File: src/hdl/rtvl_pkg.sv
// Shared types, widths and codes for the rate-to-voltage linearizer.
`timescale 1ns / 1ps
`default_nettype none

package rtvl_pkg;

  localparam int RateW    = 16;             // Q2.14 rate command
  localparam int CoefW    = 32;             // Q8.24 coefficient or voltage
  localparam int AccW     = 36;             // Horner accumulator, -2^35 <= acc < 2^35
  localparam int ProdW    = AccW + RateW;   // full accumulator-by-rate product
  localparam int FracRate = 14;             // fraction bits of the rate
  localparam int DzW      = 15;             // dead-zone threshold width
  localparam int CfgIdxW  = 3;
  localparam int CfgDataW = 64;
  localparam int NumSteps = 4;              // Horner steps after the leading coefficient

  // 1400/1300 in Q2.14, rounded
  localparam logic signed [RateW-1:0] MaxRate = 16'sd17644;
  localparam logic signed [RateW-1:0] MinRate = -16'sd17644;

  localparam logic signed [CoefW-1:0] VoltMax = 32'sh7FFF_FFFF;
  localparam logic signed [CoefW-1:0] VoltMin = 32'sh8000_0000;

  // configuration register indexes
  localparam logic [CfgIdxW-1:0] RegCoefFourth = 3'd0;
  localparam logic [CfgIdxW-1:0] RegCoefThird  = 3'd1;
  localparam logic [CfgIdxW-1:0] RegCoefSecond = 3'd2;
  localparam logic [CfgIdxW-1:0] RegCoefLinear = 3'd3;
  localparam logic [CfgIdxW-1:0] RegCoefOffset = 3'd4;
  localparam logic [CfgIdxW-1:0] RegDeadZone   = 3'd5;
  localparam logic [CfgIdxW-1:0] RegIdleVolt   = 3'd6;

  typedef struct packed {
    logic [2*CoefW-1:0] fourth;
    logic [2*CoefW-1:0] third;
    logic [2*CoefW-1:0] second;
    logic [2*CoefW-1:0] linear;
    logic [2*CoefW-1:0] offset;
    logic [DzW-1:0]     dead_zone;
    logic [CoefW-1:0]   idle;
  } cfg_t;

  // per-item flags that ride along with the data
  typedef struct packed {
    logic cw;
    logic clamped;
    logic dead;
  } tag_t;

  // clockwise coefficient in the upper half, counter-clockwise in the lower
  function automatic logic [AccW-1:0] pick_coef(input logic [2*CoefW-1:0] pair,
                                                input logic cw);
    logic [CoefW-1:0] c;
    c = cw ? pair[2*CoefW-1:CoefW] : pair[CoefW-1:0];
    return {{(AccW-CoefW){c[CoefW-1]}}, c};
  endfunction

endpackage

`default_nettype wire

File: src/hdl/rtvl_horner_step.sv
// One Horner step in two stages: multiply by the rate, then round and add the next coefficient.
`timescale 1ns / 1ps
`default_nettype none

module rtvl_horner_step (
  input  wire logic                              clk_i,
  input  wire logic                              rst_ni,
  input  wire logic                              en_i,
  input  wire logic                              valid_i,
  input  wire logic signed [rtvl_pkg::RateW-1:0] w_i,
  input  wire logic signed [rtvl_pkg::AccW-1:0]  acc_i,
  input  wire rtvl_pkg::tag_t                    tag_i,
  input  wire logic [2*rtvl_pkg::CoefW-1:0]      coef_pair_i,
  output logic                                   valid_o,
  output logic signed [rtvl_pkg::RateW-1:0]      w_o,
  output logic signed [rtvl_pkg::AccW-1:0]       acc_o,
  output rtvl_pkg::tag_t                         tag_o
);
  import rtvl_pkg::*;

  localparam logic signed [ProdW-1:0] Half = ProdW'(1) <<< (FracRate - 1);

  // multiply stage
  logic                     mul_valid_q;
  logic signed [ProdW-1:0]  prod_q;
  logic signed [RateW-1:0]  mul_w_q;
  tag_t                     mul_tag_q;

  // round-and-add stage
  logic                     add_valid_q;
  logic signed [AccW-1:0]   acc_q, acc_d;
  logic signed [RateW-1:0]  add_w_q;
  tag_t                     add_tag_q;

  logic signed [ProdW-1:0]  rounded;
  logic signed [ProdW-1:0]  shifted;

  always_comb begin
    // half-up rounding: floor((p + 2^13) / 2^14)
    rounded = prod_q + Half;
    shifted = rounded >>> FracRate;
    acc_d   = $signed(shifted[AccW-1:0]) + $signed(pick_coef(coef_pair_i, mul_tag_q.cw));
  end

  always_ff @(posedge clk_i or negedge rst_ni) begin
    if (!rst_ni) begin
      mul_valid_q <= 1'b0;
      add_valid_q <= 1'b0;
    end else if (en_i) begin
      mul_valid_q <= valid_i;
      add_valid_q <= mul_valid_q;
    end
  end

  always_ff @(posedge clk_i) begin
    if (en_i) begin
      prod_q    <= ProdW'(acc_i) * ProdW'(w_i);
      mul_w_q   <= w_i;
      mul_tag_q <= tag_i;
      acc_q     <= acc_d;
      add_w_q   <= mul_w_q;
      add_tag_q <= mul_tag_q;
    end
  end

  assign valid_o = add_valid_q;
  assign w_o     = add_w_q;
  assign acc_o   = acc_q;
  assign tag_o   = add_tag_q;

endmodule

`default_nettype wire

File: config.mk
export PLATFORM = sky130hd
export DESIGN_NAME = rtvl_horner_step
export DESIGN_NICKNAME = d
export VERILOG_FILES = /design/src/hdl/rtvl_pkg.sv /design/src/hdl/rtvl_horner_step.sv
export SDC_FILE = /design/constraint.sdc
export NUM_CORES = 2
export LEC_CHECK = 0
export ABC_AREA = 1
export BUFFER_PORTS_ARGS = -buffer_cell sky130_fd_sc_hd__buf_2
export CORE_MARGIN = 1
export CORE_UTILIZATION = 55
export CTS_CLUSTER_DIAMETER = 150
export DETAILED_ROUTE_END_ITERATION = 8
export GPL_TIMING_DRIVEN = 0
export PLACE_DENSITY = 0.76
export SETUP_SLACK_MARGIN = 0.1
export SLEW_MARGIN = 40
export SYNTH_ARGS = -nofsm -noshare
export SYNTH_HDL_FRONTEND = slang
export SYNTH_SLANG_ARGS = --single-unit
File: constraint.sdc
create_clock -name clk_i -period 2.9 [get_ports clk_i]
set_input_delay 0.58 -clock clk_i [delete_from_list [all_inputs] [get_ports clk_i]]
set_output_delay 0.58 -clock clk_i [all_outputs]
set_load 0.01 [all_outputs]
-- Word-level counts from Yosys, hierarchy flattened
Cells that the tools add are included.
- bits in registers: 126
- input port bits: 123
- output and inout port bits: 56
- word-level logic and storage cells: 16
- add/subtract/negate cells: 2
- multiply operators: 1
- mux-type cells: 1
- operators with widths (kind ; number):
    50-bit by 15-bit adder with 50-bit output (second input constant) ; 1
    36-bit by 16-bit multiplier with 50-bit output ; 1
    36-bit by 32-bit adder with 36-bit output ; 1
    32-bit two-way mux ; 1

-- Logic depth before layout (Yosys ltp)
- depth after elaboration: 2
- depth in mapped cells: 29

-- Worst setup path after synthesis
OpenSTA, ideal clock, no wires.
- kind: in2reg
- start: in acc_i[35] in the netlist's numbering
- end: reg prod_q[49], data pin
- library setup time: 0.253 ns
- arrival: 5.755 ns
- required time: 2.647 ns
- slack: -3.108 ns
- cell stages on the path: 25
- path buffers: 2
- cells stage by stage: clkbuf_1 clkbuf_1 nand2_1 inv_1 fa_1 fa_1 inv_1 fa_1 inv_1 fa_1 inv_1 fa_1 inv_1 fa_1 ha_1 nand2_1 nor3_1 nand2_1 nor2_1 and2_1 nand2_1 inv_1 nor2_1 nand2_1 nand2_1
- longest elaborated chain between the ends: 1
- RTL lines (element ; RTL line ; RTL):
    start: declaration ; rtvl_horner_step.sv:11 ; input wire logic signed [rtvl_pkg::AccW-1:0] acc_i,
    36-bit by 16-bit multiplier with 50-bit output ; rtvl_horner_step.sv:57 ; prod_q <= ProdW'(acc_i) * ProdW'(w_i);
    end signal: assignment ; rtvl_horner_step.sv:57 ;
    end: declaration ; rtvl_horner_step.sv:25 ; logic signed [ProdW-1:0] prod_q;
Every way passes these cells.
A chain may end at the register's enable or synchronous reset.

-- Worst setup path after layout
- start: in w_i[11] in the netlist's numbering
- end: reg prod_q[49], data pin
- longest elaborated chain between the ends: 1
- RTL lines (element ; RTL line ; RTL):
    start: declaration ; rtvl_horner_step.sv:10 ; input wire logic signed [rtvl_pkg::RateW-1:0] w_i,
    36-bit by 16-bit multiplier with 50-bit output ; rtvl_horner_step.sv:57 ;
Every way passes these cells.

==> reports/results.ini <==
[yosys]
ys_seq_area_share_pct = 12.1
ys_ff_latch = 113
synth-main-ff-cell = edfxtp_1
synth_cells = 3631
synth.avg_cell_area_um2 = 7.70
synth_edf_count = 111
syn-num-nets = 4434
synth_warnings = 0
synth_cell_types = 39
syn_area_mm2 = 0.0280
async_reset_ff_share_pct = 1.77

[layout]
fin_cells = 4728
multiInputGateArea_mm2 = 0.0247
num-nets-final = 4844
final_cell_mix = 903 x inv_1, 716 x nand2_1, 477 x fa_1
final_common_cell = inv_1
fill_cells = 3092
area_delta_synth_final_pct = 38.3
design_area_mm2 = 0.0387
regArea_mm2 = 0.00338
drive_above_1_share_pct = 35.3

[critical_path]
crit_end = prod_q[49]$_DFFE_PP_
required_ns = 3.08
reg2reg_depth = 18
crit_path_start = w_i[11]
ff2ff_setup_slack_ns = -0.37
max_stage_delay_ns = 0.56
worst-setup-path-type = input port to flop
timing.rr.end = acc_o[33]$_DFFE_PP_
end_kind = flop
crit_path_frequent_cell = fa_1
crit_family = adder cells
critPathLaunchType = input port
critical_path_buf_inv_count = 9
crit_path_max_fanout = 5
worstReg2RegStart = prod_q[31]$_DFFE_PP_
crit_cells = 26
slowest_stage = fa_1
critical_path_arrival_ns = 5.87

[clock_network]
cts_buffers = 17
cts_buffer_depth = 2
htree_levels = 4
cts_root_buffer = clkbuf_16
cts_tree = built
path_clk_slew_ns = 0.06
clkLatencyLatePin_ns = 0.45
cts.sinks = 113

[global_routing]
grtUsageMet2_pct = 61.1
use_met3_pct = 10.8
grt_pass1_wl_um = 147000
gr-usage-met1_pct = 47.9
grt_max_degree = 74
antenna_found_initial = 2
grt_pass1_vias = 26500
grt.total_usage_pct = 38.6
grt.overflow.total = 0
top_usage_layer = met2

[sta]
period_minus_slack_ns = 5.69
drv_slew = 0
worst_pin_slew_ns = 0.964
setup_slack_ns = -2.79
finalSetupTns_ns = -102.24
timing.hold.ws_ns = 0.305
fmax_mhz = 176
grt_setup_unrepaired = yes
fin_skew_ns = 0.0108
slew-limit-headroom_pct = 35.3
hold_viol = 0
fin_crit_sh_pct = 196
setup_viol = 60

[place]
placed_area_mm2 = 0.0311
dpl.cell_count = 4454
place.gp.congestion = 0.977
dp_hpwl_um = 73000
port_buffers = 150

[floorplan]
die_w_um = 227
fp.dieH_um = 227
start_util_pct = 55.7
io_pins = 179
die-area_mm2 = 0.0517
core-area_mm2 = 0.0502
num_rows = 82

[drt]
num_vias = 27200
ant_nets = 0
drt_first_pass_iters = 7
viasPerCell = 5.75
drt-total-wl_um = 108000
wl_per_cell_um = 22.8
drc = 0
drtIter0Drc = 3028

[min_path]
hold_path.class = input port to flop
holdCritStartpoint = tag_i[2]

[status]
violations = setup timing
outcome = finished with violations

[flow_run]
maxCapViolations = 0

==> how the worst min path moves through the flow <==
stage / end / cells after the start
CTS: mul_tag_q[2]$_DFFE_PP_ / 1
floorplan: mul_valid_q$_DFFE_PN0P_ / 0
global route: mul_w_q[7]$_DFFE_PP_ / 1
detailed placement: valid_o$_DFFE_PN0P_ / 1
finish: mul_tag_q[2]$_DFFE_PP_ / 1
global placement: valid_o$_DFFE_PN0P_ / 1
==> cell type report <==
type,count,share of cell area (%)
Buffer,125,5.13
Antenna cell,2,0.0129
Inverter,1026,10.0
Tap cell,672,2.17
Clock buffer,17,1.10
Sequential cell,113,8.75
Clock inverter,15,0.537
Multi-Input combinational cell,2361,63.8
Timing Repair Buffer,397,8.45
==> stage by stage <==
step	utilization (%)	setup slack (ns)
after floorplan	-	-2.66
after global placement	61.9	-3.75
after detailed placement	62.0	-3.80
after CTS	72.0	-2.74
after global routing	77.1	-2.89
final	77.1	-2.79
==> layer usage <==
metal  vias to the layer above  routed length (um)
met5                         -                  13
met1                     13100               36900
met2                      2058               48400
li1                      11400                   -
met3                       664               13700
met4                         2                8850
==> registers in the layout, indices dropped and copies added, names as in the netlist <==
signal / count
mul_valid_q: 1
mul_tag_q: 3
w_o: 16
valid_o: 1
tag_o: 3
prod_q: 37
acc_o: 36
mul_w_q: 16
==> worst register-to-register path, cell delays in order (launching register included) <==
cell,delay [ns]
edfxtp_1,0.40
nand2_1,0.14
inv_1,0.08
nand3_1,0.12
inv_2,0.13
nand4_1,0.22
nor3_2,0.20
nand2_1,0.09
xor2_1,0.17
inv_1,0.11
ha_4,0.26
inv_1,0.20
o21bai_4,0.12
a21oi_2,0.17
o21ai_1,0.12
nor2_2,0.21
nand3_1,0.12
nand2_1,0.08
nand2_1,0.08
==> cells by family after synthesis <==
family / share of synthesized area [%]
multiplexers: 1.25
flip-flops: 12.1
adder cells (fa/ha/maj): 44.6
AND/OR/NAND/NOR: 20.0
buffers and inverters: 15.5
XOR/XNOR: 2.79
AO/OA/AOI/OAI: 3.69
==> synth_stat cells, drive strengths merged (9+ instances only) <==
library cell | count | share of area [%]
mux2 | 31 | 1.2
xor2 | 54 | 1.7
fa | 528 | 38
nand4 | 33 | 0.74
buf | 10 | 0.15
a21o | 12 | 0.32
nand2 | 984 | 13
or2 | 9 | 0.20
o21bai | 15 | 0.42
xnor2 | 35 | 1.1
nor4 | 11 | 0.29
a21oi | 95 | 1.7
nand3 | 86 | 1.7
ha | 152 | 6.8
inv | 1025 | 14
nor2 | 226 | 3.2
o21ai | 50 | 0.89
clkbuf | 121 | 1.6
nor3 | 20 | 0.44
edfxtp | 111 | 12
==> repair_timing <==
item | CTS | global route
hold endpoints to repair | 2 | 0
resized for setup | 715 | 541
buffers inserted | 143 | 90
hold buffers | 1 | 0
endpoints found under the setup margin | 69 | 65
pin swaps | 244 | 305
gates cloned | 4 | 11
Power is left out: the tool's default activity adds up to more than one toggle a clock period on the data nets, which glitch-free logic cannot reach.
