`src/hdl/rtvl_pkg.sv`:
```
// Shared types, widths and codes for the rate-to-voltage linearizer.
`timescale 1ns / 1ps
`default_nettype none

package rtvl_pkg;

  localparam int RateW    = 16;             // Q2.14 rate command
  localparam int CoefW    = 32;             // Q8.24 coefficient or voltage
  localparam int AccW     = 36;             // Horner accumulator, -2^35 <= acc < 2^35
  localparam int ProdW    = AccW + RateW;   // full accumulator-by-rate product
  localparam int FracRate = 14;             // fraction bits of the rate
  localparam int DzW      = 15;             // dead-zone threshold width
  localparam int CfgIdxW  = 3;
  localparam int CfgDataW = 64;
  localparam int NumSteps = 4;              // Horner steps after the leading coefficient

  // 1400/1300 in Q2.14, rounded
  localparam logic signed [RateW-1:0] MaxRate = 16'sd17644;
  localparam logic signed [RateW-1:0] MinRate = -16'sd17644;

  localparam logic signed [CoefW-1:0] VoltMax = 32'sh7FFF_FFFF;
  localparam logic signed [CoefW-1:0] VoltMin = 32'sh8000_0000;

  // configuration register indexes
  localparam logic [CfgIdxW-1:0] RegCoefFourth = 3'd0;
  localparam logic [CfgIdxW-1:0] RegCoefThird  = 3'd1;
  localparam logic [CfgIdxW-1:0] RegCoefSecond = 3'd2;
  localparam logic [CfgIdxW-1:0] RegCoefLinear = 3'd3;
  localparam logic [CfgIdxW-1:0] RegCoefOffset = 3'd4;
  localparam logic [CfgIdxW-1:0] RegDeadZone   = 3'd5;
  localparam logic [CfgIdxW-1:0] RegIdleVolt   = 3'd6;

  typedef struct packed {
    logic [2*CoefW-1:0] fourth;
    logic [2*CoefW-1:0] third;
    logic [2*CoefW-1:0] second;
    logic [2*CoefW-1:0] linear;
    logic [2*CoefW-1:0] offset;
    logic [DzW-1:0]     dead_zone;
    logic [CoefW-1:0]   idle;
  } cfg_t;

  // per-item flags that ride along with the data
  typedef struct packed {
    logic cw;
    logic clamped;
    logic dead;
  } tag_t;

  // clockwise coefficient in the upper half, counter-clockwise in the lower
  function automatic logic [AccW-1:0] pick_coef(input logic [2*CoefW-1:0] pair,
                                                input logic cw);
    logic [CoefW-1:0] c;
    c = cw ? pair[2*CoefW-1:CoefW] : pair[CoefW-1:0];
    return {{(AccW-CoefW){c[CoefW-1]}}, c};
  endfunction

endpackage

`default_nettype wire

```
`src/hdl/rtvl_front.sv`:
```
// Front stage: clamp the rate, pick the polynomial side and load the leading coefficient.
`timescale 1ns / 1ps
`default_nettype none

module rtvl_front (
  input  wire logic                              clk_i,
  input  wire logic                              rst_ni,
  input  wire logic                              en_i,
  input  wire logic                              valid_i,
  input  wire logic signed [rtvl_pkg::RateW-1:0] rate_i,
  input  wire logic [rtvl_pkg::DzW-1:0]          dead_zone_i,
  input  wire logic [2*rtvl_pkg::CoefW-1:0]      coef_pair_i,
  output logic                                   valid_o,
  output logic signed [rtvl_pkg::RateW-1:0]      w_o,
  output logic signed [rtvl_pkg::AccW-1:0]       acc_o,
  output rtvl_pkg::tag_t                         tag_o
);
  import rtvl_pkg::*;

  logic                     valid_q;
  logic signed [RateW-1:0]  w_q, w_d;
  logic signed [AccW-1:0]   acc_q, acc_d;
  tag_t                     tag_q, tag_d;
  logic signed [RateW:0]    w_ext, dz_pos, dz_neg;
  logic                     ccw;

  always_comb begin
    w_d           = rate_i;
    tag_d.clamped = 1'b0;
    if (rate_i > MaxRate) begin
      w_d           = MaxRate;
      tag_d.clamped = 1'b1;
    end else if (rate_i < MinRate) begin
      w_d           = MinRate;
      tag_d.clamped = 1'b1;
    end
    w_ext     = {w_d[RateW-1], w_d};
    dz_pos    = $signed({{(RateW+1-DzW){1'b0}}, dead_zone_i});
    dz_neg    = -dz_pos;
    tag_d.cw  = (w_ext >= dz_pos);
    ccw       = (w_ext <= dz_neg);
    tag_d.dead = !(tag_d.cw || ccw);
    acc_d     = $signed(pick_coef(coef_pair_i, tag_d.cw));
  end

  always_ff @(posedge clk_i or negedge rst_ni) begin
    if (!rst_ni) begin
      valid_q <= 1'b0;
    end else if (en_i) begin
      valid_q <= valid_i;
    end
  end

  always_ff @(posedge clk_i) begin
    if (en_i) begin
      w_q   <= w_d;
      acc_q <= acc_d;
      tag_q <= tag_d;
    end
  end

  assign valid_o = valid_q;
  assign w_o     = w_q;
  assign acc_o   = acc_q;
  assign tag_o   = tag_q;

endmodule

`default_nettype wire

```
`config.mk`:
```
export PLATFORM = sky130hd
export DESIGN_NAME = rtvl_front
export DESIGN_NICKNAME = d
export VERILOG_FILES = /design/src/hdl/rtvl_pkg.sv /design/src/hdl/rtvl_front.sv
export SDC_FILE = /design/constraint.sdc
export NUM_CORES = 1
export LEC_CHECK = 0
export ABC_CLOCK_PERIOD_IN_PS = 900
export BUFFER_PORTS_ARGS = -buffer_cell sky130_fd_sc_hd__buf_2
export CORE_UTILIZATION = 40
export DETAILED_ROUTE_END_ITERATION = 10
export PLACE_DENSITY = 0.74
export SLEW_MARGIN = 20
export SYNTH_ARGS = -nofsm -noshare
export SYNTH_HDL_FRONTEND = slang
export SYNTH_SLANG_ARGS = --single-unit
```
`constraint.sdc`:
```
create_clock -name clk_i -period 0.9 [get_ports clk_i]
set_input_delay 0 -clock clk_i [delete_from_list [all_inputs] [get_ports clk_i]]
set_output_delay 0 -clock clk_i [all_outputs]
set_load 0.05 [all_outputs]
```
Word-level counts from Yosys, hierarchy flattened
Index checks and enable logic that the tools add are counted. W data, S select, Z words.

Add/subtract/negate cells: 1. Magnitude comparators: 4. Mux-type cells: 4. Reductions and logical operators: 2.

Operators by type and width (count): $mux W16 (2); $mux W32 (1); $le A16 B17 Y1 (1); $neg A15 Y17 (1); $ge A16 B16 Y1 (1); $gt A16 B16 Y1 const B (1); $lt A16 B16 Y1 const B (1); $logic_not A1 Y1 (1); $logic_or A1 B1 Y1 (1); $mux W1 (1).

Flip-flop bits (word level): 52. Input port bits: 99. Output and inout bits: 56.

Longest topological paths before layout
Gate-level depths: netlist of the first run.

Word-level depth: 6. Mapped depth: 20.

Least setup slack after synthesis of the first run
No wires, ideal clock.

Path type: input -> register. Start: input rate_i[3] in the netlist's numbering. End: register acc_q[10], in the netlist acc_o[10] (data pin). Setup time: 0.260 ns. Data arrival time: 3.150 ns. Data required time: 0.640 ns. Setup slack: -2.511 ns. Stages on the path: 19. Path buffers: 3. Cells stage by stage: o21ai_0 nand4_1 a31oi_1 nor2_1 o21ai_0 ha_1 clkbuf_1 nor2_1 nor2_1 ha_1 nand4_1 nor4_2 nand2_1 a311oi_1 o21ba_1 and2_4 buf_6 buf_12 mux2_4.

Word-level cells in the longest chain between the ends: 5. Elaborated cells on any way between the ends: 6.

Ends and longest elaborated chain: start: declaration (RTL line rtvl_front.sv:10) `input wire logic signed [rtvl_pkg::RateW-1:0] rate_i,`; $lt A16 B16 Y1 (RTL line rtvl_front.sv:33) `end else if (rate_i < MinRate) begin`; $mux W16 (RTL line rtvl_front.sv:33); $mux W16 * (RTL line rtvl_front.sv:30) `if (rate_i > MaxRate) begin`; via w_d[11] (RTL line rtvl_front.sv:21) `logic signed [RateW-1:0] w_q, w_d;`; $ge A16 B16 Y1 * (RTL line rtvl_front.sv:40) `tag_d.cw = (w_ext >= dz_pos);`; $mux W32 * (RTL line rtvl_pkg.sv:54) `c = cw ? pair[2*CoefW-1:CoefW] : pair[CoefW-1:0];`; via acc_d[10] (RTL line rtvl_front.sv:22) `logic signed [AccW-1:0] acc_q, acc_d;`; end signal: assignment (RTL line rtvl_front.sv:57) `acc_q <= acc_d;`; end: declaration (RTL line rtvl_front.sv:22).

The timed path passes the listed nets; every way through them passes the cells marked *. A chain may end at the register's enable or synchronous reset.

Worst setup path after layout of the first run
Start: input rate_i[2] in the netlist's numbering. End: register acc_q[25], in the netlist acc_o[25] (data pin).

Same word-level chain as after synthesis.

==> flow_summary.toml, run 1 <==
[outcome]
outcome = "complete, but fails checks"
violations = "setup timing"

[critical_path]
cp-end-kind = "flop"
worstSetupStartpoint = "rate_i[2]"
path_common_cell = "o21ai_2"
timing.rr.start = "valid_o"
path_class = "in -> reg"
startpoint_type = "input pin"
crit_chain = "buf_2 > o21ai_2 > nand4_1 > a31oi_1 > nor2_1 > o21ai_2 > ha_4 > buf_16 > o21ai_2 > ha_1 > nand4_1 > buf_4 > nor4_4 > nand2_1 > a311oi_1 > o21ba_2 > and2_4 > buf_12 > mux2_4"
cpPeakStageDelay_ns = 0.30
worstPathArrival_ns = 3.16
slowest_stage = "mux2_4"
crit_fanout = 8
worst-r2r-cell-count = 1
worstReg2RegEnd = "valid_o"
cp.required_ns = 0.95
r2r_slack_ns = 0.09

[cts]
cts-htree-levels = 2
clk_pin_slew_worst_paths_ns = 0.09
clk_path_buf_depth = 2
clkSinkCount = 52
cts_tree = "yes"
cts_buffers = 5
clockRootBuffer = "clkbuf_8"
worstSkewPairLatency_ns = 0.29

[yosys]
async_reset_ff_share_pct = 1.92
synthDistinctLibCells = 48
synth_top_area_share_pct = 44.1
synth_largest_area_cell = "edfxtp_1"
yosysWarnings = 0
synth_common_cells = "edfxtp_1, ha_1, nor2_1, inv_1, mux2_4"
netlist_top_cells_area = "edfxtp_1, mux2_4, ha_1, nor2_1, xnor2_1"
synth-seq-cells = 52
synth_ff_type = "edfxtp_1"
avgSynthCellArea_sq_um = 11.8
yosysMostFrequentCell = "edfxtp_1"
synthCells = 294
synth_edf_count = 51
syn_area_sq_um = 3470
ys_seq_area_share_pct = 44.8
synth.net_count = 424

[global_routing]
antenna_found_initial = 0
grt_pass1_vias = 3587
grt_start_max_net_pins = 36
grt-ovfl-total = 0
grt_pass1_wl_mm = 17.5
grtUsageTotal_pct = 25.7

[timing]
setup_viol_count_final = 61
finalHoldViolations = 0
fmax_mhz = 321
tns_ns = -81.87
worst_slew_pin_slew_ns = 0.363
slew_headroom_pct = 75.6
rsz0062_at_grt = "yes"
min_period_ns = 3.11
drv_slew = 0
setup_slack_ns = -2.21
finClkSkew_ns = 0
post-route-period-util_pct = 346
hold_slack_ns = 0.00627

[floorplanning]
rows = 33
ios = 155
core-area_sq_um = 8300
initial_utilization_pct = 41.9
dieArea_sq_um = 9060
die-width_um = 95.2
die_y_um = 95.2

[place]
gp_congestion = 0.946
dp_slack_ns = -2.84
io_buffer_count = 154
dp_cells = 622
place_hpwl_mm = 8.16
place_area_sq_um = 4900

[route]
drt_iter0_markers = 90
viasPerCell = 5.00
vias = 3497
wl_per_cell_um = 17.3
drt_first_pass_iters = 4
routed_wl_mm = 12.1
ant_nets = 0
remaining_drc_errors = 0

[finish]
drive_gt1_share_pct = 57.8
finalNonFillerCells = 700
diodes = 0
num-fill-cells = 551
nNetsFinal = 724
areaGrowthSynthToFinish_pct = 77.5
design_area_sq_um = 6170

[power_and_ir_drop]
p_leak_nw = 2.97
p_per_area_nw_per_um2 = 1400
peakVddDrop_v = 0.000902

[hold_path]
hold_class = "in -> reg"
worstHoldStart = "coef_pair_i[53]"
min_to = "acc_o[21]"
whs_path_depth = 2

[flow_run]
drv_cap = 0
## cell families after synthesis
family	Yosys count	synth area share [%]
mux	33	13.8
buf+inv	39	6.48
xor+xnor	14	3.53
simple gates	80	11.8
flops	52	44.8
fa+ha+maj	32	11.5
compound gates	44	8.14
## layout make-up
cell class	instances	area (sq um)	area share, %
Clock buffer	5	68.8	1.12
Clock inverter	3	18.8	0.304
Timing Repair Buffer	302	2400	38.9
Tap cell	105	131	2.13
Inverter	29	111	1.81
Sequential cell	52	1560	25.3
Multi-Input combinational cell	204	1880	30.5
## report_power, final
group	internal, mW	leakage, nW	switching [mW]	total (mW)
logic	1.96	2.41	2.23	4.20
clock network	0.543	0.0479	0.747	1.29
registers	3.00	0.509	0.137	3.14
total	5.51	2.97	3.12	8.63
## sequential cells by signal (all words and copies together) (netlist names)
signal / cells
tag_o: 3
acc_o: 32
w_o: 16
valid_o: 1
## per-layer routing
metal | share of wire, % | global-route usage [%] | up-vias
met4 | 1.9 | 6.31 | 0
li1 | - | - | 1677
met1 | 38 | 29.2 | 1670
met5 | 0 | 0 | -
met2 | 54 | 50.4 | 131
met3 | 6.0 | 2.95 | 19
## stage by stage
stage / util, % / power [mW]
after global routing: 74.3 / 8.99
after global placement: 59.1 / 6.29
after floorplan: - / 5.34
after CTS: 71.7 / 8.37
final: 74.3 / 8.63
after detailed placement: 59.1 / 6.35
## worst max path at each step
stage,endpoint,cells after the start
floorplan,acc_o[10],19
global placement,acc_o[0],17
detailed placement,acc_o[1],17
CTS,acc_o[2],20
global route,acc_o[25],19
finish,acc_o[25],19
## placed cells by master, fill, tap and decap left out, drive strengths merged, types with 2 or more instances in the layout
cell type / count
a211oi: 2
a21o: 3
a21oi: 10
a311oi: 2
a31oi: 2
and2: 3
and4: 2
buf: 262
clkbuf: 5
clkinv: 3
dlygate4sd3: 40
edfxtp: 51
ha: 31
inv: 29
mux2: 33
nand2: 10
nand2b: 2
nand3: 6
nand4: 8
nor2: 31
nor2b: 2
nor3: 10
nor4: 2
o21ai: 15
o31ai: 3
xnor2: 13
## critical path, delay by kind of cell
| kind | cells | cell delay (ns) |
|---|---|---|
| compound gates | 6 | 1.02 |
| fa+ha+maj | 2 | 0.43 |
| simple gates | 6 | 0.83 |
| mux | 1 | 0.30 |
| buf+inv | 4 | 0.58 |
## what timing repair did
action | CTS | global route
endpoints found under the setup margin | 83 | 95
hold endpoints to repair | 24 | 1
pin swaps | 12 | 7
hold buffers | 39 | 1
buffers inserted | 24 | 6
cloned | 2 | 0
gates resized for setup | 95 | 70
Note: power is estimated with default switching activity, not from simulation.
==> run 2: changes to the inputs <==
--- a/config.mk
+++ b/config.mk
@@ -5,6 +5,7 @@
 export SDC_FILE = /design/constraint.sdc
 export NUM_CORES = 1
 export LEC_CHECK = 0
+export ABC_AREA = 1
 export ABC_CLOCK_PERIOD_IN_PS = 900
 export BUFFER_PORTS_ARGS = -buffer_cell sky130_fd_sc_hd__buf_2
 export CORE_UTILIZATION = 40
==> run 2 against run 1 <==
Compared with the run above: routed wire length is 28% higher; register-to-register slack better by 0.02 ns; non-clock buffer count grew 21; combinational power rose by 12%; first-iteration DRC count increased to 3.2 times the previous value; cell count rose by 17%; flip-flop and latch count unchanged; sequential share of layout area down 1.9 points; clock power is 6% higher; the run ends with hold timing, setup timing left.
==> flow_summary.toml, run 2 <==
[yosys]
netlist_top_cells_area = "edfxtp_1, nand2_1, ha_1, inv_1, xor2_1"
synth-seq-cells = 52
yosysMostFrequentCell = "nand2_1"
avgSynthCellArea_sq_um = 8.59
synth_top_area_share_pct = 45.7
syn_area_sq_um = 3350
yosysWarnings = 0
synth_top_family_by_area = "simple AND/OR/NAND/NOR gates"
synth_common_cells = "nand2_1, edfxtp_1, inv_1, ha_1, nor2_1"
synthAdderAreaFrac_pct = 11.6
synth_compound_area_share_pct = 5.98
synth_ff_type = "edfxtp_1"
synthDistinctLibCells = 29
async_reset_ff_share_pct = 1.92
synth_xor_area_share_pct = 3.40
muxShareOfSynthArea_pct = 0.336
synth_edf_count = 51
ys_seq_area_share_pct = 46.5
synth_largest_area_cell = "edfxtp_1"
synth.net_count = 520
synth_simple_gate_area_share_pct = 24.5
synthCells = 390

[floorplanning]
rows = 33
core-area_sq_um = 8180
die-width_um = 93.5
dieArea_sq_um = 8740
die_y_um = 93.5
initial_utilization_pct = 41.0
ios = 155

[route]
wl_per_cell_um = 19.0
routed_wl_mm = 15.6
ant_nets = 0
drt_iter0_markers = 289
vias = 4450
drt_first_pass_iters = 5
remaining_drc_errors = 0
viasPerCell = 5.43

[power_and_ir_drop]
peakVddDrop_v = 0.000697
p_per_area_nw_per_um2 = 1390
pwr-share-seq_pct = 34.4
internal_power_mw = 5.55
report.power.total_mw = 9.27
p_leak_nw = 3.22
combPwrFrac_pct = 50.9
p_clk_share_pct = 14.8
p_switching_mw = 3.72
p_sw_share_pct = 40.1

[critical_path]
worstReg2RegEnd = "valid_o"
cp-end-kind = "flop"
crit_fanout = 3
cp.required_ns = 0.97
worst-r2r-cell-count = 1
path_class = "in -> reg"
timing.rr.start = "valid_o"
worstPathArrival_ns = 2.90
startpoint_type = "input pin"
r2r_slack_ns = 0.11

[cts]
cts_buffers = 5
clk_path_buf_depth = 2
clk_pin_slew_worst_paths_ns = 0.11
clockRootBuffer = "clkbuf_8"
clkSinkCount = 52
cts_tree = "yes"
worstSkewPairLatency_ns = 0.30
cts-htree-levels = 2

[timing]
fmax_mhz = 354
slew_headroom_pct = 75.7
finClkSkew_ns = 0
min_period_ns = 2.83
rsz0062_at_grt = "yes"
drv_slew = 0
worst_slew_pin_slew_ns = 0.363
post-route-period-util_pct = 314
finalHoldViolations = 1
hold_slack_ns = -0.00867
setup_viol_count_final = 76
setup_slack_ns = -1.93

[global_routing]
antenna_found_initial = 0
grt_pass1_wl_mm = 20.5
grt_start_max_net_pins = 18
grt_pass1_vias = 4311
grtUsageTotal_pct = 30.5
grt-ovfl-total = 0

[place]
place_hpwl_mm = 7.27
gp_congestion = 0.852
io_buffer_count = 154

[finish]
final_util_pct = 81.6
final_cell_mix = "nand2_1, buf_4, buf_2"
areaGrowthSynthToFinish_pct = 99.3
drive_gt1_share_pct = 50.8
final_common_cell = "nand2_1"
nNetsFinal = 843
largest_reg_flops = 32
diodes = 0

[hold_path]
hold_class = "in -> reg"
worstHoldStart = "coef_pair_i[21]"
whs_path_depth = 3
min_to = "acc_o[21]"

[flow_run]
drv_cap = 0

[outcome]
outcome = "complete, but fails checks"
violations = "hold timing, setup timing"
run 2: cell types whose count changed in the layout (fill, tap and decap cells not counted), moves of 9 or more:
cell | previous run | this run
nand2_1 | 10 | 101
nand2_2 | 0 | 38
mux2_4 | 31 | 0
dlygate4sd3_1 | 40 | 66
buf_6 | 49 | 61
xnor2_1 | 13 | 1
buf_2 | 102 | 92
xor2_1 | 1 | 11
inv_1 | 28 | 37
run 2: how the worst max path moves through the flow:
stage              startpoint        end  slack (ns)  cells after the start
2_1_floorplan       rate_i[6]  acc_o[10]       -1.62                     21
3_3_place_gp        rate_i[3]  acc_o[25]       -2.10                     24
3_5_place_dp        rate_i[3]  acc_o[18]       -2.25                     15
4_1_cts             rate_i[3]  acc_o[15]       -1.75                     24
5_1_grt        dead_zone_i[1]   tag_o[0]       -2.08                     19
6_report       dead_zone_i[1]   tag_o[0]       -1.93                     19
run 2: kinds of logic (layout without fill, tap and decap cells):
group,count (synthesis),after routing
AO/OA/AOI/OAI,34,38
XOR/XNOR,13,13
adder cells (fa/ha/maj),31,31
buffers and inverters,56,376
flip-flops,52,52
multiplexers,1,1
AND/OR/NAND/NOR,203,203
run 2: power by group through the flow:
stage | Clock (mW) | Sequential [mW] | Combinational [mW]
4_1_cts | 1.36 | 3.10 | 4.11
5_1_grt | 1.46 | 3.20 | 4.95
3_3_place_gp | 0 | 3.13 | 3.09
3_5_place_dp | 0 | 3.14 | 3.15
6_report | 1.37 | 3.19 | 4.71
2_1_floorplan | 0 | 4.15 | 1.06
run 2: repair_timing:
item | CTS | global route
endpoints found under the hold margin | 34 | 0
pin swaps | 23 | 44
setup buffers | 17 | 8
gates cloned | 8 | 0
gates resized for setup | 106 | 162
hold buffers | 66 | 0
setup endpoints to repair | 81 | 102
run 2: metrics by stage:
stage               worst slack, ns  area, sq um  instances  setup TNS [ns]
finish                        -1.93         6670        819          -71.38
CTS                           -1.75         6260        817          -65.27
global route                  -2.08         6670        819          -78.31
detailed placement            -2.25         4840        719          -86.46
floorplan                     -1.62         3410        390          -60.27
global placement              -2.10         4840        719          -81.93
run 2: layout make-up:
cell class,count,area (sq um)
repair buffers,323,2690
multi-input cells,286,2020
flip-flops and latches,52,1560
fillers,395,1500
inverters,45,183
well taps,105,131
clock buffers,5,68.8
clock inverters,3,18.8
run 2: critical path, stage by stage:
cell and delay, ns:
buf_2 0.11, inv_1 0.06, ha_1 0.17, nand3_1 0.13, nor3_2 0.15, nand2_1 0.10
nor2_2 0.14, nand3_2 0.13, nor3_4 0.28, nand3_2 0.15, xor2_2 0.18, ha_1 0.32
nand2_2 0.09, nor3_1 0.27, nand4_1 0.17, nand3_1 0.16, nand2_1 0.12, nand2_4 0.11
nor2_4 0.04
run 2: per-layer routing:
layer,wire (um),global-route usage (%),share of wire [%]
met5,0,0,0
met1,5230,32.0,34
met2,7910,58.2,51
met4,956,14.7,6.1
met3,1480,5.28,9.5
