**src/hdl/rtvl_pkg.sv**
```systemverilog
// Shared types, widths and codes for the rate-to-voltage linearizer.
`timescale 1ns / 1ps
`default_nettype none

package rtvl_pkg;

  localparam int RateW    = 16;             // Q2.14 rate command
  localparam int CoefW    = 32;             // Q8.24 coefficient or voltage
  localparam int AccW     = 36;             // Horner accumulator, -2^35 <= acc < 2^35
  localparam int ProdW    = AccW + RateW;   // full accumulator-by-rate product
  localparam int FracRate = 14;             // fraction bits of the rate
  localparam int DzW      = 15;             // dead-zone threshold width
  localparam int CfgIdxW  = 3;
  localparam int CfgDataW = 64;
  localparam int NumSteps = 4;              // Horner steps after the leading coefficient

  // 1400/1300 in Q2.14, rounded
  localparam logic signed [RateW-1:0] MaxRate = 16'sd17644;
  localparam logic signed [RateW-1:0] MinRate = -16'sd17644;

  localparam logic signed [CoefW-1:0] VoltMax = 32'sh7FFF_FFFF;
  localparam logic signed [CoefW-1:0] VoltMin = 32'sh8000_0000;

  // configuration register indexes
  localparam logic [CfgIdxW-1:0] RegCoefFourth = 3'd0;
  localparam logic [CfgIdxW-1:0] RegCoefThird  = 3'd1;
  localparam logic [CfgIdxW-1:0] RegCoefSecond = 3'd2;
  localparam logic [CfgIdxW-1:0] RegCoefLinear = 3'd3;
  localparam logic [CfgIdxW-1:0] RegCoefOffset = 3'd4;
  localparam logic [CfgIdxW-1:0] RegDeadZone   = 3'd5;
  localparam logic [CfgIdxW-1:0] RegIdleVolt   = 3'd6;

  typedef struct packed {
    logic [2*CoefW-1:0] fourth;
    logic [2*CoefW-1:0] third;
    logic [2*CoefW-1:0] second;
    logic [2*CoefW-1:0] linear;
    logic [2*CoefW-1:0] offset;
    logic [DzW-1:0]     dead_zone;
    logic [CoefW-1:0]   idle;
  } cfg_t;

  // per-item flags that ride along with the data
  typedef struct packed {
    logic cw;
    logic clamped;
    logic dead;
  } tag_t;

  // clockwise coefficient in the upper half, counter-clockwise in the lower
  function automatic logic [AccW-1:0] pick_coef(input logic [2*CoefW-1:0] pair,
                                                input logic cw);
    logic [CoefW-1:0] c;
    c = cw ? pair[2*CoefW-1:CoefW] : pair[CoefW-1:0];
    return {{(AccW-CoefW){c[CoefW-1]}}, c};
  endfunction

endpackage

`default_nettype wire

```
**src/hdl/rtvl_cfg_regs.sv**
```systemverilog
// Configuration register file for the coefficients, dead zone and idle voltage.
`timescale 1ns / 1ps
`default_nettype none

module rtvl_cfg_regs (
  input  wire logic                          clk_i,
  input  wire logic                          rst_ni,
  input  wire logic                          cfg_valid_i,
  output logic                               cfg_ready_o,
  input  wire logic [rtvl_pkg::CfgIdxW-1:0]  cfg_index_i,
  input  wire logic [rtvl_pkg::CfgDataW-1:0] cfg_data_i,
  output rtvl_pkg::cfg_t                     cfg_o
);
  import rtvl_pkg::*;

  cfg_t cfg_q, cfg_d;

  assign cfg_ready_o = 1'b1;

  always_comb begin
    cfg_d = cfg_q;
    if (cfg_valid_i) begin
      unique case (cfg_index_i)
        RegCoefFourth: cfg_d.fourth    = cfg_data_i;
        RegCoefThird:  cfg_d.third     = cfg_data_i;
        RegCoefSecond: cfg_d.second    = cfg_data_i;
        RegCoefLinear: cfg_d.linear    = cfg_data_i;
        RegCoefOffset: cfg_d.offset    = cfg_data_i;
        RegDeadZone:   cfg_d.dead_zone = cfg_data_i[DzW-1:0];
        RegIdleVolt:   cfg_d.idle      = cfg_data_i[CoefW-1:0];
        default:       cfg_d = cfg_q;  // drop writes to unknown indexes
      endcase
    end
  end

  always_ff @(posedge clk_i or negedge rst_ni) begin
    if (!rst_ni) begin
      cfg_q <= '0;
    end else begin
      cfg_q <= cfg_d;
    end
  end

  assign cfg_o = cfg_q;

endmodule

`default_nettype wire

```
**config.mk**
```make
export PLATFORM = sky130hd
export DESIGN_NAME = rtvl_cfg_regs
export DESIGN_NICKNAME = d
export VERILOG_FILES = /design/src/hdl/rtvl_pkg.sv /design/src/hdl/rtvl_cfg_regs.sv
export SDC_FILE = /design/constraint.sdc
export NUM_CORES = 1
export LEC_CHECK = 0
export BUFFER_PORTS_ARGS = -buffer_cell sky130_fd_sc_hd__buf_2
export CORE_MARGIN = 8
export CORE_UTILIZATION = 53
export CTS_BUF_LIST = sky130_fd_sc_hd__clkbuf_4 sky130_fd_sc_hd__clkbuf_8
export CTS_CLUSTER_SIZE = 28
export DETAILED_ROUTE_END_ITERATION = 16
export HOLD_SLACK_MARGIN = 0.12
export PLACE_DENSITY = 0.79
export REMOVE_ABC_BUFFERS = 1
export SLEW_MARGIN = 20
export SYNTH_ARGS = -nofsm -noshare
export SYNTH_HDL_FRONTEND = slang
export SYNTH_SLANG_ARGS = --single-unit
```
**constraint.sdc**
```tcl
create_clock -name clk_i -period 0.9 [get_ports clk_i]
set_input_delay 0.09 -clock clk_i [delete_from_list [all_inputs] [get_ports clk_i]]
set_output_delay 0.09 -clock clk_i [all_outputs]
set_load 0.1 [all_outputs]
```
==> impl_metrics.env, run 1 <==
export IMPL_ys_seq_area_share_pct=66.9
export IMPL_status="stopped before the end"
export IMPL_hpwl_um=34900
export IMPL_fp_dieW_um=177
export IMPL_post_cts_setup_buffers=132
export IMPL_io_buffers=436
export IMPL_io_pins=438
export IMPL_ctsResizeCount=42
export IMPL_start_util_pct=53.3
export IMPL_ys_types=9
export IMPL_cts_htree_levels=2
export IMPL_synth_avg_cell_area_sq_um=17.5
export IMPL_syn_inst=782
export IMPL_cts_sinks=367
export IMPL_synth_seq_cells=367
export IMPL_ctsHoldBuffers=65
export IMPL_cts_root_buf="clkbuf_8"
export IMPL_rows=59
export IMPL_yosysWarningCount=0
export IMPL_error="[ERROR DPL-0033] detailed placement checks failed during check placement."
export IMPL_syn_area_sq_um=13700
export IMPL_gp_congestion=0.788
export IMPL_stop_stage="4_1_cts"
export IMPL_clockBufferDepth=3
export IMPL_numCtsBuffers=58
export IMPL_die_h_um=177
export IMPL_placed_cells=1551
-- cell usage after synthesis (all sizes together) --
cell	instances	share of area, %
nand4b	3	0.19
nor4b	1	0.064
and4bb	3	0.27
mux2	367	30
conb	1	0.027
buf	40	2.4
dfrtp	367	67
-- logic make-up after synthesis --
group,Yosys count,share of synthesized area [%]
buffers and inverters,40,2.41
flip-flops,367,66.9
multiplexers,367,30.1
other,1,0.0273
AND/OR/NAND/NOR,7,0.529
-- through the flow --
stage	setup WS (ns)	cell area, sq um	hold WS (ns)	TNS, ns
floorplan	-6.83	13400	-0.206	-790.17
global placement	-0.495	22100	0.0355	-155.48
detailed placement	-0.530	22100	0.0350	-168.71
==> run 2: changes to the inputs <==
--- a/config.mk
+++ b/config.mk
@@ -7,12 +7,9 @@
 export LEC_CHECK = 0
 export BUFFER_PORTS_ARGS = -buffer_cell sky130_fd_sc_hd__buf_2
 export CORE_MARGIN = 8
-export CORE_UTILIZATION = 53
-export CTS_BUF_LIST = sky130_fd_sc_hd__clkbuf_4 sky130_fd_sc_hd__clkbuf_8
-export CTS_CLUSTER_SIZE = 28
+export CORE_UTILIZATION = 40
 export DETAILED_ROUTE_END_ITERATION = 16
-export HOLD_SLACK_MARGIN = 0.12
-export PLACE_DENSITY = 0.79
+export PLACE_DENSITY_LB_ADDON = 0.15
 export REMOVE_ABC_BUFFERS = 1
 export SLEW_MARGIN = 20
 export SYNTH_ARGS = -nofsm -noshare
==> impl_metrics.env, run 2 <==
export IMPL_n_antenna_cell=0
export IMPL_p_seq_share_pct=26.4
export IMPL_timing_rr_start="cfg_o[135]$_DFFE_PN0P_"
export IMPL_powerDensity_nw_per_um2=3650
export IMPL_drc=0
export IMPL_gp_congestion=0.743
export IMPL_placed_cells=1670
export IMPL_layout_drive_gt1_share_pct=68.6
export IMPL_async_reset_ff_share_pct=100
export IMPL_final_common_cell="buf_12"
export IMPL_layout_common_cells="buf_12 (387), dfrtp_1 (367), mux2_2 (331)"
export IMPL_die_h_um=201
export IMPL_hpwl_um=30500
export IMPL_fp_dieW_um=201
export IMPL_gr_total_overflow=0
export IMPL_end_kind="output pin"
export IMPL_drtIter0Drc=237
export IMPL_ir_drop_mv=2.40
export IMPL_ys_types=9
export IMPL_fin_skew_ns=0
export IMPL_fmax_ghz=0.803
export IMPL_numCtsBuffers=39
export IMPL_fin_nets=1446
export IMPL_drtAntennaViolNets=0
export IMPL_regToRegSetupSlack_ns=-0.12
export IMPL_slowest_stage="dfrtp_1"
export IMPL_status="finished with violations"
export IMPL_synth_edf_count=0
export IMPL_rows=68
export IMPL_layout_setup_ws_ns=-0.346
export IMPL_area_growth_pct=82.8
export IMPL_slowest_delay_ns=0.43
export IMPL_cp_required_ns=0.81
export IMPL_p_clk_share_pct=18.7
export IMPL_arrival_ns=1.16
export IMPL_cts_sinks=367
export IMPL_p_switching_uw=42700
export IMPL_yosysWarningCount=0
export IMPL_core_area_sq_um=34200
export IMPL_grt_pass1_wl_um=65400
export IMPL_design_area_sq_um=25100
export IMPL_synth_top_cell_area_share_pct=66.9
export IMPL_yosys_area_top_type="dfrtp_1"
export IMPL_io_pins=438
export IMPL_dr_pass1_iters=6
export IMPL_syn_inst=782
export IMPL_pwr_share_comb_pct=54.8
export IMPL_final_cells=1858
export IMPL_drv_slew=0
export IMPL_swShare_pct=46.6
export IMPL_hold_viol=0
export IMPL_insertion_delay_ns=0.51
export IMPL_internal_power_uw=48800
export IMPL_rr_worst_depth=3
export IMPL_min_period_ns=1.25
export IMPL_r2r_end="cfg_o[135]$_DFFE_PN0P_"
export IMPL_placed_area_sq_um=22200
export IMPL_hold_path_class="input port to asynchronous set/reset pin"
export IMPL_cp_max_fo=2
export IMPL_cts_root_buf="clkbuf_16"
export IMPL_wirelength_um=45400
export IMPL_ys_top_cells_by_count="dfrtp_1 (367), mux2_2 (367), buf_6 (18)"
export IMPL_syn_area_sq_um=13700
export IMPL_tritoncts="done"
export IMPL_setup_viol=411
export IMPL_cap_violations=0
export IMPL_io_buffers=436
export IMPL_clockBufferDepth=3
export IMPL_fp_dieArea_sq_um=40500
export IMPL_crit_type="register to output pin"
export IMPL_start_util_pct=40.1
export IMPL_post_place_ws_ns=-0.523
export IMPL_synth_seq_cells=367
export IMPL_violations="setup timing"
export IMPL_grt_usage_pct=20.8
export IMPL_post_drt_wl_per_cell_um=24.5
export IMPL_path_buf_inv=1
export IMPL_synthTopCellsByArea="dfrtp_1 (67%), mux2_2 (30%), buf_6 (1.5%)"
export IMPL_synth_avg_cell_area_sq_um=17.5
export IMPL_min_period_over_period_pct=138
export IMPL_worstSetupStartpointType="register"
export IMPL_p_leak_uw=0.0113
export IMPL_ys_seq_area_share_pct=66.9
export IMPL_synth_ff_type="dfrtp_1"
export IMPL_cp_top_family="flip-flops"
export IMPL_largest_reg_flops=367
export IMPL_cp_cell_sequence="buf_12"
export IMPL_cts_htree_levels=2
export IMPL_antenna_found_initial=0
export IMPL_vias_per_cell=4.88
export IMPL_vias=9067
export IMPL_path_clk_slew_ns=0.06
export IMPL_grt_max_degree=50
export IMPL_rsz0062_at_grt="true"
export IMPL_grt_pass1_vias=9879
[run 2: cell counts after synthesis]
No cell type changed its count.
[run 2: kinds of logic (layout without fill, tap and decap cells)]
| group | Yosys count | after routing | share of synthesized area, % |
|---|---|---|---|
| mux | 367 | 367 | 30.1 |
| simple gates | 7 | 7 | 0.529 |
| other cells | 1 | 1 | 0.0273 |
| flops | 367 | 367 | 66.9 |
| buf+inv | 40 | 661 | 2.41 |
[run 2: area by class of cell]
type,instances,area [sq um]
clock buffers,54,1150
clock inverters,14,229
fillers,2021,9110
multi-input cells,375,4370
flip-flops and latches,367,9180
well taps,455,569
repair buffers,593,9580
[run 2: power groups by stage]
stage,Clock [uW],Combinational (uW),Sequential [uW]
2_1_floorplan,0,3500,49000
3_3_place_gp,0,48700,24200
3_5_place_dp,0,49000,24400
4_1_cts,17600,49700,24100
5_1_grt,18200,51100,24600
6_report,17100,50100,24200
[run 2: repair_timing]
item                       4_1_cts  5_1_grt
setup endpoints to repair      367      427
pin swaps                        0        2
hold buffers                    65        0
setup buffers                   28       24
gates cloned                     0       10
hold endpoints to repair       733        0
resized for setup                7       72
[run 2: metrics by stage]
step / total power, uW / TNS [ns] / hold WS [ns] / utilization, %
2_1_floorplan: 52500 / -790.17 / -0.206 / -
3_3_place_gp: 72900 / -164.64 / -0.0272 / 64.9
3_5_place_dp: 73400 / -167.00 / -0.0260 / 64.9
4_1_cts: 91400 / -117.41 / 0.0552 / 71.5
5_1_grt: 94000 / -123.69 / 0.0572 / 73.4
6_report: 91500 / -109.33 / 0.0763 / 73.4
[run 2: routing by layer]
metal,share of wire (%),GRT usage (%),vias up
li1,-,-,3967
met1,41,25.8,4701
met2,47,33.0,340
met3,9.4,9.26,59
met4,2.1,5.24,0
met5,0,0,-
[run 2: how the worst max path moves through the flow]
stage                                start                     end  slack (ns)  cells past startpoint
floorplan                   cfg_index_i[2]  cfg_o[303]$_DFFE_PN0P_       -6.83                      2
global placement            cfg_index_i[0]  cfg_o[333]$_DFFE_PN0P_       -0.51                      5
detailed placement          cfg_index_i[0]  cfg_o[350]$_DFFE_PN0P_       -0.52                      5
CTS                 cfg_o[184]$_DFFE_PN0P_              cfg_o[184]       -0.35                      1
global route        cfg_o[303]$_DFFE_PN0P_              cfg_o[303]       -0.37                      1
finish              cfg_o[212]$_DFFE_PN0P_              cfg_o[212]       -0.35                      1
(Power assumes the default switching activity.)
==> run 3: changes to the inputs <==
==> constraint.sdc (replaced) <==
create_clock -name clk_i -period 1.5 [get_ports clk_i]
set_input_delay 0.15 -clock clk_i [delete_from_list [all_inputs] [get_ports clk_i]]
set_output_delay 0.15 -clock clk_i [all_outputs]
set_load 0.1 [all_outputs]
==> impl_metrics.env, run 3 (synthesis gave the netlist of run 2 again) <==
export IMPL_arrival_ns=1.31
export IMPL_fp_dieW_um=201
export IMPL_grt_max_degree=55
export IMPL_path_clk_slew_ns=0.06
export IMPL_slowest_delay_ns=0.44
export IMPL_layout_common_cells="mux2_2 (367), dfrtp_1 (367), buf_2 (270)"
export IMPL_slowest_stage="buf_2"
export IMPL_rows=68
export IMPL_design_area_sq_um=19000
export IMPL_vias=8745
export IMPL_cts_sinks=367
export IMPL_crit_type="register to output pin"
export IMPL_min_period_ns=1.46
export IMPL_numCtsBuffers=40
export IMPL_clockBufferDepth=3
export IMPL_holdWs_ns=0.0361
export IMPL_grt_pass1_wl_um=61300
export IMPL_drc=0
export IMPL_setup_viol=0
export IMPL_dr_pass1_iters=4
export IMPL_nFillCells=2871
export IMPL_wirelength_um=39200
export IMPL_placed_area_sq_um=16600
export IMPL_min_period_over_period_pct=97.6
export IMPL_rsz0062_at_grt="false"
export IMPL_insertion_delay_ns=0.52
export IMPL_post_drt_wl_per_cell_um=21.8
export IMPL_hold_viol=0
export IMPL_worstSetupStartpointType="register"
export IMPL_cp_top_family="buffers and inverters"
export IMPL_status="finished, final reports clean"
export IMPL_grt_pass1_vias=9765
export IMPL_gr_total_overflow=0
export IMPL_vias_per_cell=4.86
export IMPL_final_cells=1798
export IMPL_cp_required_ns=1.35
export IMPL_antenna_found_initial=0
export IMPL_cts_root_buf="clkbuf_16"
export IMPL_drv_slew=0
export IMPL_grt_usage_pct=19.1
export IMPL_core_area_sq_um=34200
export IMPL_n_antenna_cell=0
export IMPL_largest_reg_flops=367
export IMPL_fin_nets=1390
export IMPL_io_pins=438
export IMPL_drtAntennaViolNets=0
export IMPL_tritoncts="done"
export IMPL_post_cts_setup_buffers=0
export IMPL_cts_htree_levels=2
export IMPL_io_buffers=436
export IMPL_area_growth_pct=38.2
export IMPL_die_h_um=201
export IMPL_drtIter0Drc=301
export IMPL_cp_cell_sequence="buf_2"
export IMPL_cp_max_fo=2
export IMPL_tightest_slew_ns=0.527
export IMPL_gp_congestion=0.726
export IMPL_placed_cells=1669
export IMPL_hpwl_um=27500
export IMPL_start_util_pct=40.1
export IMPL_path_buf_inv=1
export IMPL_fp_dieArea_sq_um=40500
export IMPL_cap_violations=0
export IMPL_fmax_ghz=0.683
export IMPL_hold_path_class="input port to register"
export IMPL_end_kind="output pin"
export IMPL_relSlewSlack_pct=65.1
export IMPL_layout_drive_gt1_share_pct=67.0
export IMPL_fin_skew_ns=0
==> run 3: path summary, 6_finish.rpt <==
path                                        startpoint                     end  slack (ns)  cells after the start
worst max-delay path            cfg_o[254]$_DFFE_PN0P_              cfg_o[254]        0.04                      1
worst min-delay path                    cfg_data_i[20]  cfg_o[259]$_DFFE_PN0P_        0.04                      2
worst max register to register   cfg_o[20]$_DFFE_PN0P_   cfg_o[20]$_DFFE_PN0P_        0.70                      1
worst min register to register  cfg_o[121]$_DFFE_PN0P_  cfg_o[121]$_DFFE_PN0P_        0.50                      1
max in group asynchronous                       rst_ni   cfg_o[26]$_DFFE_PN0P_        0.67                      3
min in group asynchronous                       rst_ni  cfg_o[243]$_DFFE_PN0P_        0.11                      2
==> run 3: per-stage QoR <==
step,TNS [ns],util [%],setup slack [ns]
6_report,0,55.5,0.0367
3_5_place_dp,-0.00226,48.7,-0.00147
5_1_grt,0,55.5,0.000226
4_1_cts,0,54.7,0.000213
3_3_place_gp,0,48.7,0.0376
2_1_floorplan,-563.64,-,-6.29
==> run 3: repair_timing <==
action,4_1_cts,5_1_grt
resized for setup,61,104
hold buffers,64,0
hold endpoints to repair,672,0
setup endpoints to repair,61,104
==> run 3: layout make-up <==
cell class | instances | area [sq um] | share of cell area [%]
Timing Repair Buffer | 536 | 3720 | 19.6
Sequential cell | 367 | 9180 | 48.4
Multi-Input combinational cell | 375 | 4230 | 22.3
Tap cell | 455 | 569 | 3.00
Clock inverter | 7 | 92.6 | 0.488
Clock buffer | 58 | 1180 | 6.22
==> run 3: metal layers <==
| metal | track usage (%) | vias up | share of wire, % |
|---|---|---|---|
| met4 | 5.84 | 0 | 2.9 |
| met1 | 24.7 | 4480 | 43 |
| li1 | - | 3860 | - |
| met2 | 29.2 | 330 | 45 |
| met3 | 7.53 | 75 | 9.2 |
| met5 | 0 | - | 0 |
Power of run 3 is not shown: default switching activity piles up to over one toggle a cycle in this logic, so the estimate is an artifact.
==> run 4: changes to the inputs <==
--- a/config.mk
+++ b/config.mk
@@ -6,7 +6,7 @@
 export NUM_CORES = 1
 export LEC_CHECK = 0
 export BUFFER_PORTS_ARGS = -buffer_cell sky130_fd_sc_hd__buf_2
-export CORE_MARGIN = 8
+export CORE_MARGIN = 2
 export CORE_UTILIZATION = 40
 export DETAILED_ROUTE_END_ITERATION = 16
 export PLACE_DENSITY_LB_ADDON = 0.15
==> constraint.sdc (replaced) <==
create_clock -name clk_i -period 1.5 [get_ports clk_i]
set_input_delay 0.15 -clock clk_i [delete_from_list [all_inputs] [get_ports clk_i]]
set_output_delay 0.15 -clock clk_i [all_outputs]
set_load 0.02 [all_outputs]
==> impl_metrics.env, run 4 (synthesis gave the netlist of run 2 again) <==
export IMPL_status="finished, final reports clean"
export IMPL_dr_pass1_iters=4
export IMPL_grt_usage_pct=20.0
export IMPL_layout_drive_gt1_share_pct=66.9
export IMPL_cap_violations=0
export IMPL_rr_worst_depth=1
export IMPL_core_area_sq_um=33700
export IMPL_io_buffers=436
export IMPL_slowest_delay_ns=0.40
export IMPL_gr_total_overflow=0
export IMPL_worstSetupStartpointType="register"
export IMPL_layout_setup_ws_ns=0.271
export IMPL_cts_sinks=367
export IMPL_fin_skew_ns=0
export IMPL_powerDensity_nw_per_um2=1670
export IMPL_ir_drop_mv=1.03
export IMPL_final_cells=1791
export IMPL_clockBufferDepth=3
export IMPL_antenna_found_initial=0
export IMPL_min_period_over_period_pct=82.0
export IMPL_area_growth_pct=35.1
export IMPL_cp_required_ns=1.35
export IMPL_setup_viol=0
export IMPL_hold_path_class="input port to register"
export IMPL_path_buf_inv=1
export IMPL_holdWs_ns=0.0347
export IMPL_min_path_cells=2
export IMPL_regToRegSetupSlack_ns=0.71
export IMPL_drtIter0Drc=271
export IMPL_worstHoldEndpoint="cfg_o[187]$_DFFE_PN0P_"
export IMPL_design_area_sq_um=18500
export IMPL_timing_rr_start="cfg_o[55]$_DFFE_PN0P_"
export IMPL_holdCritStartpoint="cfg_data_i[12]"
export IMPL_drc=0
export IMPL_cp_top_family="flip-flops"
export IMPL_drtAntennaViolNets=0
export IMPL_min_period_ns=1.23
export IMPL_vias_per_cell=4.82
export IMPL_grt_pass1_vias=9247
export IMPL_die_h_um=189
export IMPL_post_place_ws_ns=0.0211
export IMPL_placed_cells=1662
export IMPL_grt_pass1_wl_um=55500
export IMPL_cp_max_fo=2
export IMPL_fp_dieArea_sq_um=35800
export IMPL_n_antenna_cell=0
export IMPL_gp_congestion=0.763
export IMPL_fp_dieW_um=189
export IMPL_fin_nets=1389
export IMPL_start_util_pct=40.7
export IMPL_post_drt_wl_per_cell_um=20.1
export IMPL_final_common_cell="buf_2"
export IMPL_arrival_ns=1.08
export IMPL_numCtsBuffers=40
export IMPL_fmax_ghz=0.813
export IMPL_end_kind="output pin"
export IMPL_final_util_pct=55.0
export IMPL_cts_root_buf="clkbuf_16"
export IMPL_crit_start="cfg_o[55]$_DFFE_PN0P_"
export IMPL_r2r_end="cfg_o[55]$_DFFE_PN0P_"
export IMPL_wirelength_um=36000
export IMPL_ctsResizeCount=0
export IMPL_post_cts_setup_buffers=0
export IMPL_slowest_stage="dfrtp_1"
export IMPL_worst_path_stages=1
export IMPL_vias=8630
export IMPL_cp_cell_sequence="buf_2"
export IMPL_rsz0062_at_grt="false"
export IMPL_crit_type="register to output pin"
export IMPL_largest_reg_flops=367
export IMPL_p_leak_uw=0.00884
export IMPL_io_pins=438
export IMPL_path_clk_slew_ns=0.06
export IMPL_drv_slew=0
export IMPL_layout_common_cells="buf_2 (435), mux2_2 (367), dfrtp_1 (367)"
export IMPL_rows=67
export IMPL_hold_viol=0
export IMPL_grt_max_degree=67
export IMPL_cts_htree_levels=2
export IMPL_insertion_delay_ns=0.50
export IMPL_tritoncts="done"
export IMPL_placed_area_sq_um=16700
export IMPL_hpwl_um=25100
export IMPL_nFillCells=2832
==> run 4: cell count changes in the layout (fill, tap and decap cells not counted) <==
cell and change:
buf_12 +3, buf_2 +165, buf_4 -64, clkbuf_1 +2, clkbuf_4 -104, clkbuf_8 -3, clkinv_2 +3, clkinvlp_4 +1
dlygate4sd3_1 -1, inv_6 -2
==> run 4: final cells by class <==
type | count | area [sq um] | share of cell area [%]
Sequential cell | 367 | 9180 | 49.5
Multi-Input combinational cell | 375 | 4230 | 22.8
Timing Repair Buffer | 535 | 3330 | 18.0
Clock buffer | 57 | 1150 | 6.18
Tap cell | 448 | 561 | 3.02
Clock inverter | 9 | 97.6 | 0.526
==> run 4: repair_timing <==
item	in CTS	in global routing
hold buffers	63	0
hold endpoints to repair	623	0
endpoints found under the setup margin	0	0
==> run 4: worst max path at each step <==
stage	to	slack, ns
global placement	cfg_o[350]$_DFFE_PN0P_	0.02
floorplan	cfg_o[303]$_DFFE_PN0P_	-6.29
finish	cfg_o[55]	0.27
detailed placement	cfg_o[362]$_DFFE_PN0P_	0.02
CTS	cfg_o[27]	0.24
global route	cfg_o[221]	0.22
==> run 4: report_power, final <==
part	switching, uW	leakage (uW)	total, uW	internal [uW]
Clock	3760	0.000612	9380	5620
Combinational	5020	0.00382	8380	3360
Sequential	1050	0.00440	13100	12100
Total	9830	0.00884	30900	21100
==> run 4: metal layers <==
layer / routed length, um / GRT usage [%] / vias to the layer above / share of wire (%)
met5: 0 / 0 / - / 0
met4: 935 / 5.69 / 0 / 2.6
li1: - / - / 3869 / -
met3: 2830 / 5.99 / 61 / 7.8
met2: 17000 / 32.8 / 309 / 47
met1: 15200 / 25.9 / 4391 / 42
==> run 4: metrics by stage <==
| step | power, uW | TNS, ns |
|---|---|---|
| finish | 30900 | 0 |
| global placement | 21500 | 0 |
| global route | 32400 | 0 |
| detailed placement | 21700 | 0 |
| CTS | 31300 | 0 |
| floorplan | 18100 | -563.56 |
